$ cat config.mk
export PLATFORM = sky130hd
export DESIGN_NAME = dbp_fifo
export DESIGN_NICKNAME = d
export VERILOG_FILES = /design/src/hdl/dbp_pkg.sv /design/src/hdl/dbp_fifo.sv
export SDC_FILE = /design/constraint.sdc
export NUM_CORES = 1
export LEC_CHECK = 0
export BUFFER_PORTS_ARGS = -buffer_cell sky130_fd_sc_hd__buf_2
export CAP_MARGIN = 0
export CORE_UTILIZATION = 38
export CTS_BUF_LIST = sky130_fd_sc_hd__clkbuf_8
export DETAILED_ROUTE_END_ITERATION = 6
export PLACE_DENSITY_LB_ADDON = 0.2
export SYNTH_ARGS = -nofsm -noshare
export SYNTH_HDL_FRONTEND = slang
export SYNTH_SLANG_ARGS = --single-unit
$ cat constraint.sdc
create_clock -name i_clk -period 8.5 [get_ports i_clk]
set_clock_uncertainty 0.1 [all_clocks]
set_input_delay 1.275 -clock i_clk [delete_from_list [all_inputs] [get_ports i_clk]]
set_output_delay 1.275 -clock i_clk [all_outputs]
set_load 0.005 [all_outputs]
$ cat src/hdl/dbp_pkg.sv
`default_nettype none
package dbp_pkg;

    // Field widths fixed by the item formats
    localparam int unsigned LOGIT_W  = 16;
    localparam int unsigned GEO_W    = 32;
    localparam int unsigned IMG_W    = 14;
    localparam int unsigned MSIZE_W  = 13;
    localparam int unsigned SCORE_W  = 16;
    localparam int unsigned CLASS_W  = 8;
    localparam int unsigned EDGE_W   = 30;
    localparam int unsigned CFG_IDX_W  = 2;
    localparam int unsigned CFG_DATA_W = 16;

    // Configuration register indexes
    localparam logic [CFG_IDX_W-1:0] CFG_MODEL_WIDTH     = 2'd0;
    localparam logic [CFG_IDX_W-1:0] CFG_MODEL_HEIGHT    = 2'd1;
    localparam logic [CFG_IDX_W-1:0] CFG_SCORE_THRESHOLD = 2'd2;

    // Sigmoid: exp(-a) built from one factor per logit magnitude bit
    localparam int unsigned EXP_BITS       = 12;
    localparam int unsigned FRONT_DIV_BITS = 17;
    // Edge mapping: quotient bits once the clamp has been ruled out
    localparam int unsigned BACK_DIV_BITS  = 30;
    // Scale box by model size when every value is at most 1.0 in Q16.16
    localparam logic signed [GEO_W-1:0] UNIT_Q16 = 32'sd65536;

    localparam int unsigned QUEUE_DEPTH = 2;
    localparam int unsigned QPTR_W      = 1;

    typedef struct packed {
        logic signed [LOGIT_W-1:0] class_logit;
        logic                      last_class;
        logic                      last_box;
        logic signed [GEO_W-1:0]   center_x;
        logic signed [GEO_W-1:0]   center_y;
        logic signed [GEO_W-1:0]   box_width;
        logic signed [GEO_W-1:0]   box_height;
        logic [IMG_W-1:0]          image_width;
        logic [IMG_W-1:0]          image_height;
    } t_in_word;

    typedef struct packed {
        logic                detected;
        logic [EDGE_W-1:0]   left;
        logic [EDGE_W-1:0]   top;
        logic [EDGE_W-1:0]   right;
        logic [EDGE_W-1:0]   bottom;
        logic [SCORE_W-1:0]  best_score_out;
        logic [CLASS_W-1:0]  best_class_out;
        logic                end_of_image;
    } t_out_word;

    // One finished box handed from front to back
    typedef struct packed {
        logic                    detected;
        logic [SCORE_W-1:0]      score;
        logic [CLASS_W-1:0]      class_idx;
        logic signed [GEO_W-1:0] center_x;
        logic signed [GEO_W-1:0] center_y;
        logic signed [GEO_W-1:0] box_width;
        logic signed [GEO_W-1:0] box_height;
        logic [IMG_W-1:0]        image_width;
        logic [IMG_W-1:0]        image_height;
        logic                    last_box;
    } t_box_job;

    typedef enum logic [2:0] {
        F_IDLE,
        F_EXP,
        F_DSET,
        F_DIV,
        F_CMP,
        F_PUSH
    } t_front_state;

    typedef enum logic [2:0] {
        B_IDLE,
        B_SCALE,
        B_TWICE,
        B_PROD,
        B_LIMIT,
        B_DIV,
        B_OUT
    } t_back_state;

    // exp(-2^(b-8)) in Q0.32
    function automatic logic [31:0] exp_const(input logic [3:0] b);
        logic [31:0] k;
        case (b)
            4'd0:    k = 32'd4278222805;
            4'd1:    k = 32'd4261543595;
            4'd2:    k = 32'd4228380000;
            4'd3:    k = 32'd4162825044;
            4'd4:    k = 32'd4034748382;
            4'd5:    k = 32'd3790295335;
            4'd6:    k = 32'd3344923893;
            4'd7:    k = 32'd2605029347;
            4'd8:    k = 32'd1580030169;
            4'd9:    k = 32'd581260615;
            4'd10:   k = 32'd78665070;
            4'd11:   k = 32'd1440801;
            default: k = 32'd0;
        endcase
        return k;
    endfunction

endpackage
`default_nettype wire

$ cat src/hdl/dbp_fifo.sv
`default_nettype none
module dbp_fifo
    import dbp_pkg::*;
(
    input  wire logic     i_clk,
    input  wire logic     i_rst_n,
    input  wire logic     i_wr_valid,
    output logic          o_wr_ready,
    input  wire t_box_job i_wr_job,
    output logic          o_rd_valid,
    input  wire logic     i_rd_ready,
    output t_box_job      o_rd_job
);

    t_box_job            r_mem [QUEUE_DEPTH];
    logic [QPTR_W-1:0]   r_wr_ptr;
    logic [QPTR_W-1:0]   r_rd_ptr;
    logic [QPTR_W:0]     r_fill;
    logic                w_push;
    logic                w_pop;

    assign o_wr_ready = r_fill != (QPTR_W+1)'(QUEUE_DEPTH);
    assign o_rd_valid = r_fill != '0;
    assign o_rd_job   = r_mem[r_rd_ptr];
    assign w_push     = i_wr_valid && o_wr_ready;
    assign w_pop      = o_rd_valid && i_rd_ready;

    always_ff @(posedge i_clk) begin
        if (!i_rst_n) begin
            r_wr_ptr <= '0;
            r_rd_ptr <= '0;
            r_fill   <= '0;
        end else begin
            if (w_push) begin
                r_wr_ptr <= r_wr_ptr + QPTR_W'(1);
            end
            if (w_pop) begin
                r_rd_ptr <= r_rd_ptr + QPTR_W'(1);
            end
            if (w_push && !w_pop) begin
                r_fill <= r_fill + (QPTR_W+1)'(1);
            end else if (w_pop && !w_push) begin
                r_fill <= r_fill - (QPTR_W+1)'(1);
            end
        end
    end

    always_ff @(posedge i_clk) begin
        if (w_push) begin
            r_mem[r_wr_ptr] <= i_wr_job;
        end
    end

endmodule
`default_nettype wire

==> metrics.md <==
| Metric | Value |
|---|---|
| Pins Over Slew Limit | `0` |
| Worst VDD drop | `0.174 mV` |
| Initial DRT Pass Iterations | `5` |
| Post-DR vias/cell | `4.59` |
| Placed Cells | `1,399` |
| Setup bufs post-CTS | `0` |
| Most common cell after layout, fill and taps aside | `buf_2` |
| Vias in the first global route | `7,173` |
| Core ar. | `34,700 sq um` |
| F_max | `0.238 GHz` |
| Pleak | `6.27 nW` |
| GRT overflow | `0` |
| Ports | `370` |
| Status | `complete, no violations` |
| Crit. End Element | `output port` |
| Post-layout min period | `4.20 ns` |
| Pwr per Cell Area | `280 nW/um^2` |
| Die width | `190 um` |
| Worst Path Class, Setup | `reg -> out` |
| CTS H-tree lvls | `2` |
| Initial antenna violation count | `4` |
| Max_cap viols | `0` |
| Fin area | `16,700 sq um` |
| Post-Syn Instances | `590` |
| Finished Layout Cells | `1,510` |
| Overall routing resource usage | `14.8%` |
| Yosys reg bits | `369` |
| Final cycle utilization of the critical path | `49.4%` |
| Share of cells above drive strength 1 | `59.7%` |
| Placement Cell Area | `15,700 sq um` |
| # DRC | `0` |
| Commonest cells after routing, fill and taps aside | `369 x buf_2, 364 x edfxtp_1, 182 x mux2_2, 61 x clkbuf_8, 26 x inv_1` |
| CTS clk-pin slew, worst paths | `0.07 ns` |
| Critical Path RT | `7.12 ns` |
| Largest net degree at the start of global routing | `127` |
| Total Routed Length | `27,400 um` |
| Setup WS post-layout | `4.30 ns` |
| CTS tree | `done` |
| ANT nets after route | `0` |
| Final setup fails | `0` |
| Critical path peak fanout | `126` |
| Cts repair resizes | `0` |
| Cts bufs inserted | `60` |
| Syn Nets | `777` |
| Worst slew pin tran | `1.08 ns` |
| Die area | `36,100 sq um` |
| Initial Util | `38.7%` |
| Final setup TNS | `0 ns` |
| Cell Area, Synth | `13,400 sq um` |
| Gpl congestion | `0.711` |
| RSZ-0062 raised after global routing | `false` |
| Area delta synth->final | `24.5%` |
| Yosys synthesis warning count | `0` |
| Worst hold-check path type | `reg -> reg` |
| Global-route wire length before repair | `40,100 um` |
| Synth cell types | `20` |
| Number of port buffers | `369` |
| Clock Path Buffers | `3` |
| Average wire per standard cell | `18.2 um` |
| Synth Area per Inst | `22.8 sq um` |
| Final net count | `1,193` |
| Clk Latency, worst-skew pair | `0.61 ns` |
| Critical Path Start Type | `flip-flop` |
| Post-Place Worst Slack | `4.89 ns` |
| Die Y | `190 um` |
| CTS sink count | `369` |
| DP HPWL | `17,200 um` |
| Via count | `6,933` |
| Sequential-to-total area share from yosys stat | `82.1%` |
| Arrival @ worst endpoint | `2.83 ns` |
| Post-CTS Hold Buffers | `0` |
| Cell Rows | `68` |
| Final Power | `4.69 mW` |
| Fin. Hold Viols | `0` |
| Max-slew headroom | `28.2%` |
| Drt first-iter violations | `301` |
| CTS root buffer | `clkbuf_8` |
[layer usage]
metal	track usage (%)	share of wire [%]	up-vias
met5	0	0.098	-
met4	7.01	2.6	6
met3	5.74	9.3	54
met2	24.3	49	263
met1	17.1	39	3405
li1	-	-	3205
[state kept, by name, summed over array words and instances, names as in the netlist, named ones only]
name,cells
r_fill,2
r_wr_ptr,1
r_rd_ptr,1
r_mem,364
[critical path, stage by stage (launching register included)]
cell and delay, ns:
dfxtp_4 0.87, buf_12 0.58, mux2_2 0.45, buf_2 0.14
[power breakdown]
part	switching (mW)	internal, mW
clock network	0.657	0.661
registers	0.0888	2.28
logic	0.488	0.519
[logic make-up (layout without fill, tap and decap cells)]
family,after synthesis,count (layout),share of synthesized area [%]
other cells,0,1,0
buf+inv,21,485,1.65
fa+ha+maj,1,1,0.0931
flops,369,369,82.1
xor+xnor,3,3,0.196
mux,182,182,15.2
compound gates,5,5,0.261
simple gates,9,9,0.484
[final timing paths]
| path | startpoint | to | slack (ns) | cells past startpoint |
|---|---|---|---|---|
| worst max-delay path | flip-flop | o_rd_job[179] | 4.30 | 3 |
| worst min-delay path | r_rd_ptr | flip-flop | 0.45 | 2 |
| worst max register to register | r_fill[0] | r_mem[1][68] | 5.89 | 3 |
| worst min register to register | r_rd_ptr | flip-flop | 0.45 | 2 |
[through the flow]
| stage | hold slack (ns) | utilization, % |
|---|---|---|
| after floorplan | 0.412 | - |
| after global placement | 0.434 | 45.2 |
| after detailed placement | 0.451 | 45.2 |
| after CTS | 0.461 | 48.2 |
| after global routing | 0.506 | 48.2 |
| final | 0.453 | 48.2 |
[area by class of cell]
type	instances	area [sq um]
flip-flops and latches	369	11000
clock buffers	61	840
multi-input cells	200	2190
inverters	1	8.76
diodes	1	2.50
well taps	455	569
repair buffers	374	1900
fillers	3073	18000
clock inverters	49	191
[cells in the mapped netlist]
| library cell | n | area (sq um) |
|---|---|---|
| xnor2_1 | 2 | 17.5 |
| inv_1 | 1 | 3.75 |
| buf_4 | 2 | 15.0 |
| o21ai_0 | 1 | 5.00 |
| a21boi_0 | 1 | 7.51 |
| mux2_2 | 182 | 2050 |
| edfxtp_1 | 364 | 10900 |
| or3_1 | 1 | 6.26 |
| ha_1 | 1 | 12.5 |
| or2_2 | 1 | 6.26 |
| and2_1 | 4 | 25.0 |
| xor2_1 | 1 | 8.76 |
| dfxtp_1 | 5 | 100 |
| buf_6 | 18 | 203 |
| a21bo_2 | 1 | 10.0 |
| a21boi_1 | 1 | 7.51 |
| nand2b_4 | 1 | 13.8 |
| o21ai_1 | 1 | 5.00 |
| and3_1 | 1 | 6.26 |
| nand3b_1 | 1 | 7.51 |
Note: power is estimated with default switching activity, not from simulation.
