[src/hdl/dbp_pkg.sv]
`default_nettype none
package dbp_pkg;

    // Field widths fixed by the item formats
    localparam int unsigned LOGIT_W  = 16;
    localparam int unsigned GEO_W    = 32;
    localparam int unsigned IMG_W    = 14;
    localparam int unsigned MSIZE_W  = 13;
    localparam int unsigned SCORE_W  = 16;
    localparam int unsigned CLASS_W  = 8;
    localparam int unsigned EDGE_W   = 30;
    localparam int unsigned CFG_IDX_W  = 2;
    localparam int unsigned CFG_DATA_W = 16;

    // Configuration register indexes
    localparam logic [CFG_IDX_W-1:0] CFG_MODEL_WIDTH     = 2'd0;
    localparam logic [CFG_IDX_W-1:0] CFG_MODEL_HEIGHT    = 2'd1;
    localparam logic [CFG_IDX_W-1:0] CFG_SCORE_THRESHOLD = 2'd2;

    // Sigmoid: exp(-a) built from one factor per logit magnitude bit
    localparam int unsigned EXP_BITS       = 12;
    localparam int unsigned FRONT_DIV_BITS = 17;
    // Edge mapping: quotient bits once the clamp has been ruled out
    localparam int unsigned BACK_DIV_BITS  = 30;
    // Scale box by model size when every value is at most 1.0 in Q16.16
    localparam logic signed [GEO_W-1:0] UNIT_Q16 = 32'sd65536;

    localparam int unsigned QUEUE_DEPTH = 2;
    localparam int unsigned QPTR_W      = 1;

    typedef struct packed {
        logic signed [LOGIT_W-1:0] class_logit;
        logic                      last_class;
        logic                      last_box;
        logic signed [GEO_W-1:0]   center_x;
        logic signed [GEO_W-1:0]   center_y;
        logic signed [GEO_W-1:0]   box_width;
        logic signed [GEO_W-1:0]   box_height;
        logic [IMG_W-1:0]          image_width;
        logic [IMG_W-1:0]          image_height;
    } t_in_word;

    typedef struct packed {
        logic                detected;
        logic [EDGE_W-1:0]   left;
        logic [EDGE_W-1:0]   top;
        logic [EDGE_W-1:0]   right;
        logic [EDGE_W-1:0]   bottom;
        logic [SCORE_W-1:0]  best_score_out;
        logic [CLASS_W-1:0]  best_class_out;
        logic                end_of_image;
    } t_out_word;

    // One finished box handed from front to back
    typedef struct packed {
        logic                    detected;
        logic [SCORE_W-1:0]      score;
        logic [CLASS_W-1:0]      class_idx;
        logic signed [GEO_W-1:0] center_x;
        logic signed [GEO_W-1:0] center_y;
        logic signed [GEO_W-1:0] box_width;
        logic signed [GEO_W-1:0] box_height;
        logic [IMG_W-1:0]        image_width;
        logic [IMG_W-1:0]        image_height;
        logic                    last_box;
    } t_box_job;

    typedef enum logic [2:0] {
        F_IDLE,
        F_EXP,
        F_DSET,
        F_DIV,
        F_CMP,
        F_PUSH
    } t_front_state;

    typedef enum logic [2:0] {
        B_IDLE,
        B_SCALE,
        B_TWICE,
        B_PROD,
        B_LIMIT,
        B_DIV,
        B_OUT
    } t_back_state;

    // exp(-2^(b-8)) in Q0.32
    function automatic logic [31:0] exp_const(input logic [3:0] b);
        logic [31:0] k;
        case (b)
            4'd0:    k = 32'd4278222805;
            4'd1:    k = 32'd4261543595;
            4'd2:    k = 32'd4228380000;
            4'd3:    k = 32'd4162825044;
            4'd4:    k = 32'd4034748382;
            4'd5:    k = 32'd3790295335;
            4'd6:    k = 32'd3344923893;
            4'd7:    k = 32'd2605029347;
            4'd8:    k = 32'd1580030169;
            4'd9:    k = 32'd581260615;
            4'd10:   k = 32'd78665070;
            4'd11:   k = 32'd1440801;
            default: k = 32'd0;
        endcase
        return k;
    endfunction

endpackage
`default_nettype wire

[src/hdl/dbp_front.sv]
`default_nettype none
module dbp_front
    import dbp_pkg::*;
#(
    parameter int unsigned MAX_CLASSES = 256
) (
    input  wire logic                i_clk,
    input  wire logic                i_rst_n,
    input  wire logic                i_in_valid,
    output logic                     o_in_ready,
    input  wire t_in_word            i_in_word,
    input  wire logic [SCORE_W-1:0]  i_score_threshold,
    output logic                     o_job_valid,
    input  wire logic                i_job_ready,
    output t_box_job                 o_job
);

    localparam int unsigned CNT_W = $clog2(MAX_CLASSES + 1);

    t_front_state       r_state, n_state;
    t_in_word           r_item;
    logic               r_compete;
    logic               r_pos;
    logic [EXP_BITS-1:0] r_mag;
    logic [4:0]         r_cnt;
    logic [31:0]        r_e;
    logic               r_e_one;
    logic [33:0]        r_den;
    logic [32:0]        r_rem;
    logic [FRONT_DIV_BITS-1:0] r_dq;
    logic [SCORE_W-1:0] r_score;
    logic [CNT_W-1:0]   r_count;
    logic [SCORE_W-1:0] r_best_score;
    logic [CLASS_W-1:0] r_best_class;
    logic               r_any;

    logic [16:0] w_ext;
    logic [16:0] w_mag;
    logic        w_sat;
    logic        w_compete;
    logic [31:0] w_k;
    logic [63:0] w_prod;
    logic [32:0] w_efull;
    logic [33:0] w_den;
    logic [48:0] w_num;
    logic [48:0] w_n;
    logic [33:0] w_rem2;
    logic        w_ge;
    logic [FRONT_DIV_BITS-1:0] w_q;
    logic        w_win;

    assign w_ext     = {i_in_word.class_logit[LOGIT_W-1], i_in_word.class_logit};
    assign w_mag     = w_ext[16] ? (~w_ext + 17'd1) : w_ext;
    assign w_sat     = |w_mag[16:EXP_BITS];
    assign w_compete = r_count < CNT_W'(MAX_CLASSES);

    // One rounded Q0.32 product per magnitude bit
    assign w_k    = exp_const(r_cnt[3:0]);
    assign w_prod = {32'd0, r_e} * {32'd0, w_k} + 64'h0000_0000_8000_0000;

    assign w_efull = r_e_one ? 33'h1_0000_0000 : {1'b0, r_e};
    assign w_den   = 34'h1_0000_0000 + {1'b0, w_efull};
    assign w_num   = r_pos ? 49'h1_0000_0000_0000 : {w_efull, 16'd0};
    assign w_n     = w_num + {16'd0, w_den[33:1]};

    assign w_rem2 = {r_rem, r_dq[FRONT_DIV_BITS-1]};
    assign w_ge   = w_rem2 >= r_den;
    assign w_q    = {r_dq[FRONT_DIV_BITS-2:0], w_ge};

    assign w_win = (r_score > r_best_score) && (r_score > i_score_threshold);

    always_comb begin
        n_state = r_state;
        case (r_state)
            F_IDLE: begin
                if (i_in_valid) begin
                    n_state = (!w_compete || w_sat) ? F_CMP : F_EXP;
                end
            end
            F_EXP: begin
                if (r_cnt == 5'(EXP_BITS - 1)) begin
                    n_state = F_DSET;
                end
            end
            F_DSET: n_state = F_DIV;
            F_DIV: begin
                if (r_cnt == 5'(FRONT_DIV_BITS - 1)) begin
                    n_state = F_CMP;
                end
            end
            F_CMP:  n_state = r_item.last_class ? F_PUSH : F_IDLE;
            F_PUSH: begin
                if (i_job_ready) begin
                    n_state = F_IDLE;
                end
            end
            default: n_state = F_IDLE;
        endcase
    end

    always_comb begin
        o_in_ready  = (r_state == F_IDLE);
        o_job_valid = (r_state == F_PUSH);
    end

    assign o_job = '{
        detected:     r_any,
        score:        r_best_score,
        class_idx:    r_best_class,
        center_x:     r_item.center_x,
        center_y:     r_item.center_y,
        box_width:    r_item.box_width,
        box_height:   r_item.box_height,
        image_width:  r_item.image_width,
        image_height: r_item.image_height,
        last_box:     r_item.last_box
    };

    always_ff @(posedge i_clk) begin
        if (!i_rst_n) begin
            r_state      <= F_IDLE;
            r_count      <= '0;
            r_best_score <= '0;
            r_best_class <= '0;
            r_any        <= 1'b0;
        end else begin
            r_state <= n_state;
            if (r_state == F_CMP && r_compete) begin
                if (w_win) begin
                    r_best_score <= r_score;
                    r_best_class <= CLASS_W'(r_count);
                    r_any        <= 1'b1;
                end
                r_count <= r_count + CNT_W'(1);
            end
            if (r_state == F_PUSH && i_job_ready) begin
                r_count      <= '0;
                r_best_score <= '0;
                r_best_class <= '0;
                r_any        <= 1'b0;
            end
        end
    end

    always_ff @(posedge i_clk) begin
        case (r_state)
            F_IDLE: begin
                if (i_in_valid) begin
                    r_item    <= i_in_word;
                    r_compete <= w_compete;
                    r_pos     <= ~w_ext[16];
                    r_mag     <= w_mag[EXP_BITS-1:0];
                    r_e_one   <= 1'b1;
                    r_cnt     <= '0;
                    r_score   <= w_ext[16] ? '0 : '1;
                end
            end
            F_EXP: begin
                if (r_mag[r_cnt[3:0]]) begin
                    r_e     <= r_e_one ? w_k : w_prod[63:32];
                    r_e_one <= 1'b0;
                end
                r_cnt <= (r_cnt == 5'(EXP_BITS - 1)) ? 5'd0 : r_cnt + 5'd1;
            end
            F_DSET: begin
                r_den <= w_den;
                r_rem <= {1'b0, w_n[48:FRONT_DIV_BITS]};
                r_dq  <= w_n[FRONT_DIV_BITS-1:0];
                r_cnt <= '0;
            end
            F_DIV: begin
                r_rem <= w_ge ? 33'(w_rem2 - r_den) : w_rem2[32:0];
                r_dq  <= w_q;
                r_cnt <= r_cnt + 5'd1;
                if (r_cnt == 5'(FRONT_DIV_BITS - 1)) begin
                    r_score <= w_q[FRONT_DIV_BITS-1] ? '1 : w_q[SCORE_W-1:0];
                end
            end
            default: ;
        endcase
    end

endmodule
`default_nettype wire

[config.mk]
export PLATFORM = sky130hd
export DESIGN_NAME = dbp_front
export DESIGN_NICKNAME = d
export VERILOG_FILES = /design/src/hdl/dbp_pkg.sv /design/src/hdl/dbp_front.sv
export SDC_FILE = /design/constraint.sdc
export NUM_CORES = 2
export LEC_CHECK = 0
export ABC_CLOCK_PERIOD_IN_PS = 8850
export BUFFER_PORTS_ARGS = -buffer_cell sky130_fd_sc_hd__buf_2
export CAP_MARGIN = 15
export CELL_PAD_IN_SITES_DETAIL_PLACEMENT = 0
export CELL_PAD_IN_SITES_GLOBAL_PLACEMENT = 1
export CORE_ASPECT_RATIO = 1.25
export CORE_MARGIN = 5
export CORE_UTILIZATION = 50
export DETAILED_ROUTE_END_ITERATION = 8
export GPL_ROUTABILITY_DRIVEN = 0
export GPL_TIMING_DRIVEN = 1
export PLACE_DENSITY_LB_ADDON = 0.1
export SLEW_MARGIN = 20
export SYNTH_ARGS = -nofsm -noshare
export SYNTH_HDL_FRONTEND = slang
export SYNTH_SLANG_ARGS = --single-unit
export TNS_END_PERCENT = 100
[constraint.sdc]
create_clock -name i_clk -period 8.85 [get_ports i_clk]
set_clock_uncertainty 0.15 [all_clocks]
set_input_delay 0.885 -clock i_clk [delete_from_list [all_inputs] [get_ports i_clk]]
set_output_delay 0.885 -clock i_clk [all_outputs]
set_load 0.005 [all_outputs]
==> reports/results.txt <==
status = complete, no violations
final hold viol count = 0
crit end category = flip-flop
Final min period = 8639 ps
WHS Path Cells = 1
# fillers = 9,872
post-CTS setup buffer count = 0
Critical Path RT = 9020 ps
crit path DAT = 8810 ps
vias in the first global route = 40.44k
largest net degree at the start of global routing = 81
Initial Util = 50.28%
RSZ-0062 raised after global routing = no
Layout Nets = 7,037
Setup CP Type = reg2reg
instance count of the mapped netlist = 5,441
WHS Endpoint = o_job[132]$_DFFE_PP_
I/O pins = 378
Root Driver = clkbuf_16
Syn Nets = 6,918
hold_sp = i_in_word[131]
max-cap violation count = 0
DR DRC count = 0
die width = 300.9 µm
# resized after CTS = 0
Post-synth ARST share = 0%
EDFF count, synth = 310
clk sinks = 379
first-pass GRT wire length = 238.6 mm
slew margin rel. = 21.47%
Yosys reg bits = 379
Util after Layout = 54.06%
drt pass-1 iters = 5
Hold Path Class = in2reg
share of cells above drive strength 1 = 11.30%
Total Routing Usage GR = 27.45%
TNS Setup = 0 ps
Synth Warn # = 0
CTS max path bufs = 3
Num CTS Buffers = 41
origin of the critical flop-to-flop path = r_e[12]$_DFFE_PP_
row count = 133
Die ar. = 0.1124 mm²
R2R Path End = r_e[19]$_DFFE_PP_
# port buffers = 377
vias = 37.63k
Critical Path Start Type = flip-flop
ANT nets after route = 0
sequential area share after synthesis = 20.22%
FF-to-FF path depth = 22
Core Area = 0.1052 mm²
height of the chip = 373.6 µm
Worst-Skew Late Latency = 600 ps
Peak Freq = 115.8 MHz
final setup vio count = 0
crit share post-route = 97.61%
Wirelength per Cell = 21.82 µm
post-cts hold buffer count = 0
initial antenna violation count = 14
main flop type after synthesis = edfxtp_1
syn avg cell area = 9.718 µm²
unique cell type count in the Yosys netlist = 95
Slew Limit Fails = 0
Initial DRC Count = 2,116
GRT overflow = 0
H-tree depth = 2
clock-pin slew on the worst setup and hold paths = 70 ps
hpwl dp = 121.4 mm
post-synthesis instance area = 0.05288 mm²
crit path max fanout = 18
Worst Max-Slew Pin Slew = 1176 ps
R2R Setup Slk = 210 ps
synthesis-to-layout area growth = 7.523%
overall routed net length = 153.1 mm
TritonCTS clock tree = built
Via density = 5.363
## worst max-delay path, cell delays in order, from the launching register on
cell	delay, ps
edfxtp_1	810
buf_4	440
and2_1	210
fa_1	470
fa_1	530
inv_1	50
fa_1	460
fa_1	510
inv_1	50
fa_1	550
fa_1	430
fa_1	550
fa_1	450
ha_1	400
nand4_1	320
nor4_1	580
nand2_1	130
a21oi_1	280
o31a_1	260
o21ai_1	130
a211oi_1	330
o21a_1	160
o31ai_1	70
## metal layers
layer  wire [µm]  track usage (%)  up-vias
li1            -                -    16950
met5          27                0        -
met2       78260            49.41     1069
met3        8673            3.672      248
met4        5538            8.674        4
met1       60630            34.31    19360
## layout by cell type, fill, tap and decap left out, types with 17 or more instances in the layout
cell type  instances
inv_1            975
fa_1             898
and2_1           668
nand2_1          632
ha_1             385
buf_2            377
edfxtp_1         310
a21oi_1          146
nor2_1           138
buf_4            133
o21ai_0          131
dfxtp_1           67
a21o_1            64
xnor2_1           63
nand4_1           46
clkbuf_16         43
nor2b_1           42
mux2i_1           41
xor2_1            39
nand3_1           28
nor3_1            26
o21a_1            22
o211ai_1          18
nand2b_1          18
o21ai_1           17
a211oi_1          17
## layout make-up
type	instances	area [µm²]	area share [%]
antenna	7	17.52	0.03081
clock buffer	58	1152	2.027
clock inverter	18	229.0	0.4027
inverter	975	3660	6.437
multi-input combinational	3642	36220	63.71
sequential	379	10690	18.81
tap	1417	1773	3.118
timing repair buffer	521	3105	5.462
## Yosys cell counts, types with 22 or more instances
library cell | count | share of area [%]
nor2b_1 | 44 | 0.52
nand2_1 | 632 | 4.5
edfxtp_1 | 310 | 18
a21o_1 | 64 | 0.91
dfxtp_1 | 69 | 2.6
nor2_1 | 140 | 0.99
clkbuf_1 | 265 | 1.9
buf_4 | 160 | 2.3
nand3_1 | 28 | 0.27
fa_1 | 898 | 34
and2_1 | 669 | 7.9
nor3_1 | 26 | 0.25
xor2_1 | 39 | 0.65
mux2i_1 | 41 | 0.78
a21oi_1 | 146 | 1.4
ha_1 | 385 | 9.1
o21ai_0 | 131 | 1.2
xnor2_1 | 63 | 1.0
nand4_1 | 46 | 0.54
o21a_1 | 22 | 0.31
inv_1 | 975 | 6.9
## worst max path at each step
stage / cells past startpoint / startpoint / slack, ps / to
floorplan: 26 / r_e[31]$_DFFE_PP_ / 1570 / r_e[25]$_DFFE_PP_
global placement: 22 / r_e[12]$_DFFE_PP_ / 400 / r_e[19]$_DFFE_PP_
detailed placement: 22 / r_e[12]$_DFFE_PP_ / 400 / r_e[19]$_DFFE_PP_
CTS: 22 / r_e[12]$_DFFE_PP_ / 320 / r_e[19]$_DFFE_PP_
global route: 22 / r_e[12]$_DFFE_PP_ / 8 / r_e[19]$_DFFE_PP_
finish: 22 / r_e[12]$_DFFE_PP_ / 210 / r_e[19]$_DFFE_PP_
## registers in the layout, indices dropped and copies added (netlist names), 12 cells and up
register	flops
r_e	32
o_job	157
r_mag	12
r_den	34
w_k	32
r_best_score	16
r_dq	17
r_rem	33
r_score	16
## per-stage QoR
stage	instances	instance area [µm²]	hold WS (ps)	setup WS, ps
finish	7017	56850	316.5	211.4
global route	7012	56840	285.6	8.278
CTS	7010	56830	276.9	321.5
detailed placement	6934	55450	318.5	401.0
global placement	6934	55450	301.8	402.9
floorplan	5441	52880	291.6	1572
## cells by family (layout without fill, tap and decap cells)
kind of cell             Yosys count  in the layout  synth area share [%]
AND/OR/NAND/NOR                 1660           1660                 15.95
buffers and inverters           1420           1572                 11.34
adder cells (fa/ha/maj)         1283           1283                 43.11
AO/OA/AOI/OAI                    550            550                 6.723
flip-flops                       379            379                 20.22
XOR/XNOR                         102            102                 1.690
multiplexers                      47             47                0.9678
other                              0              7                     0
Power is left out: the tool's default activity adds up to more than one toggle a clock period on the data nets, which glitch-free logic cannot reach.
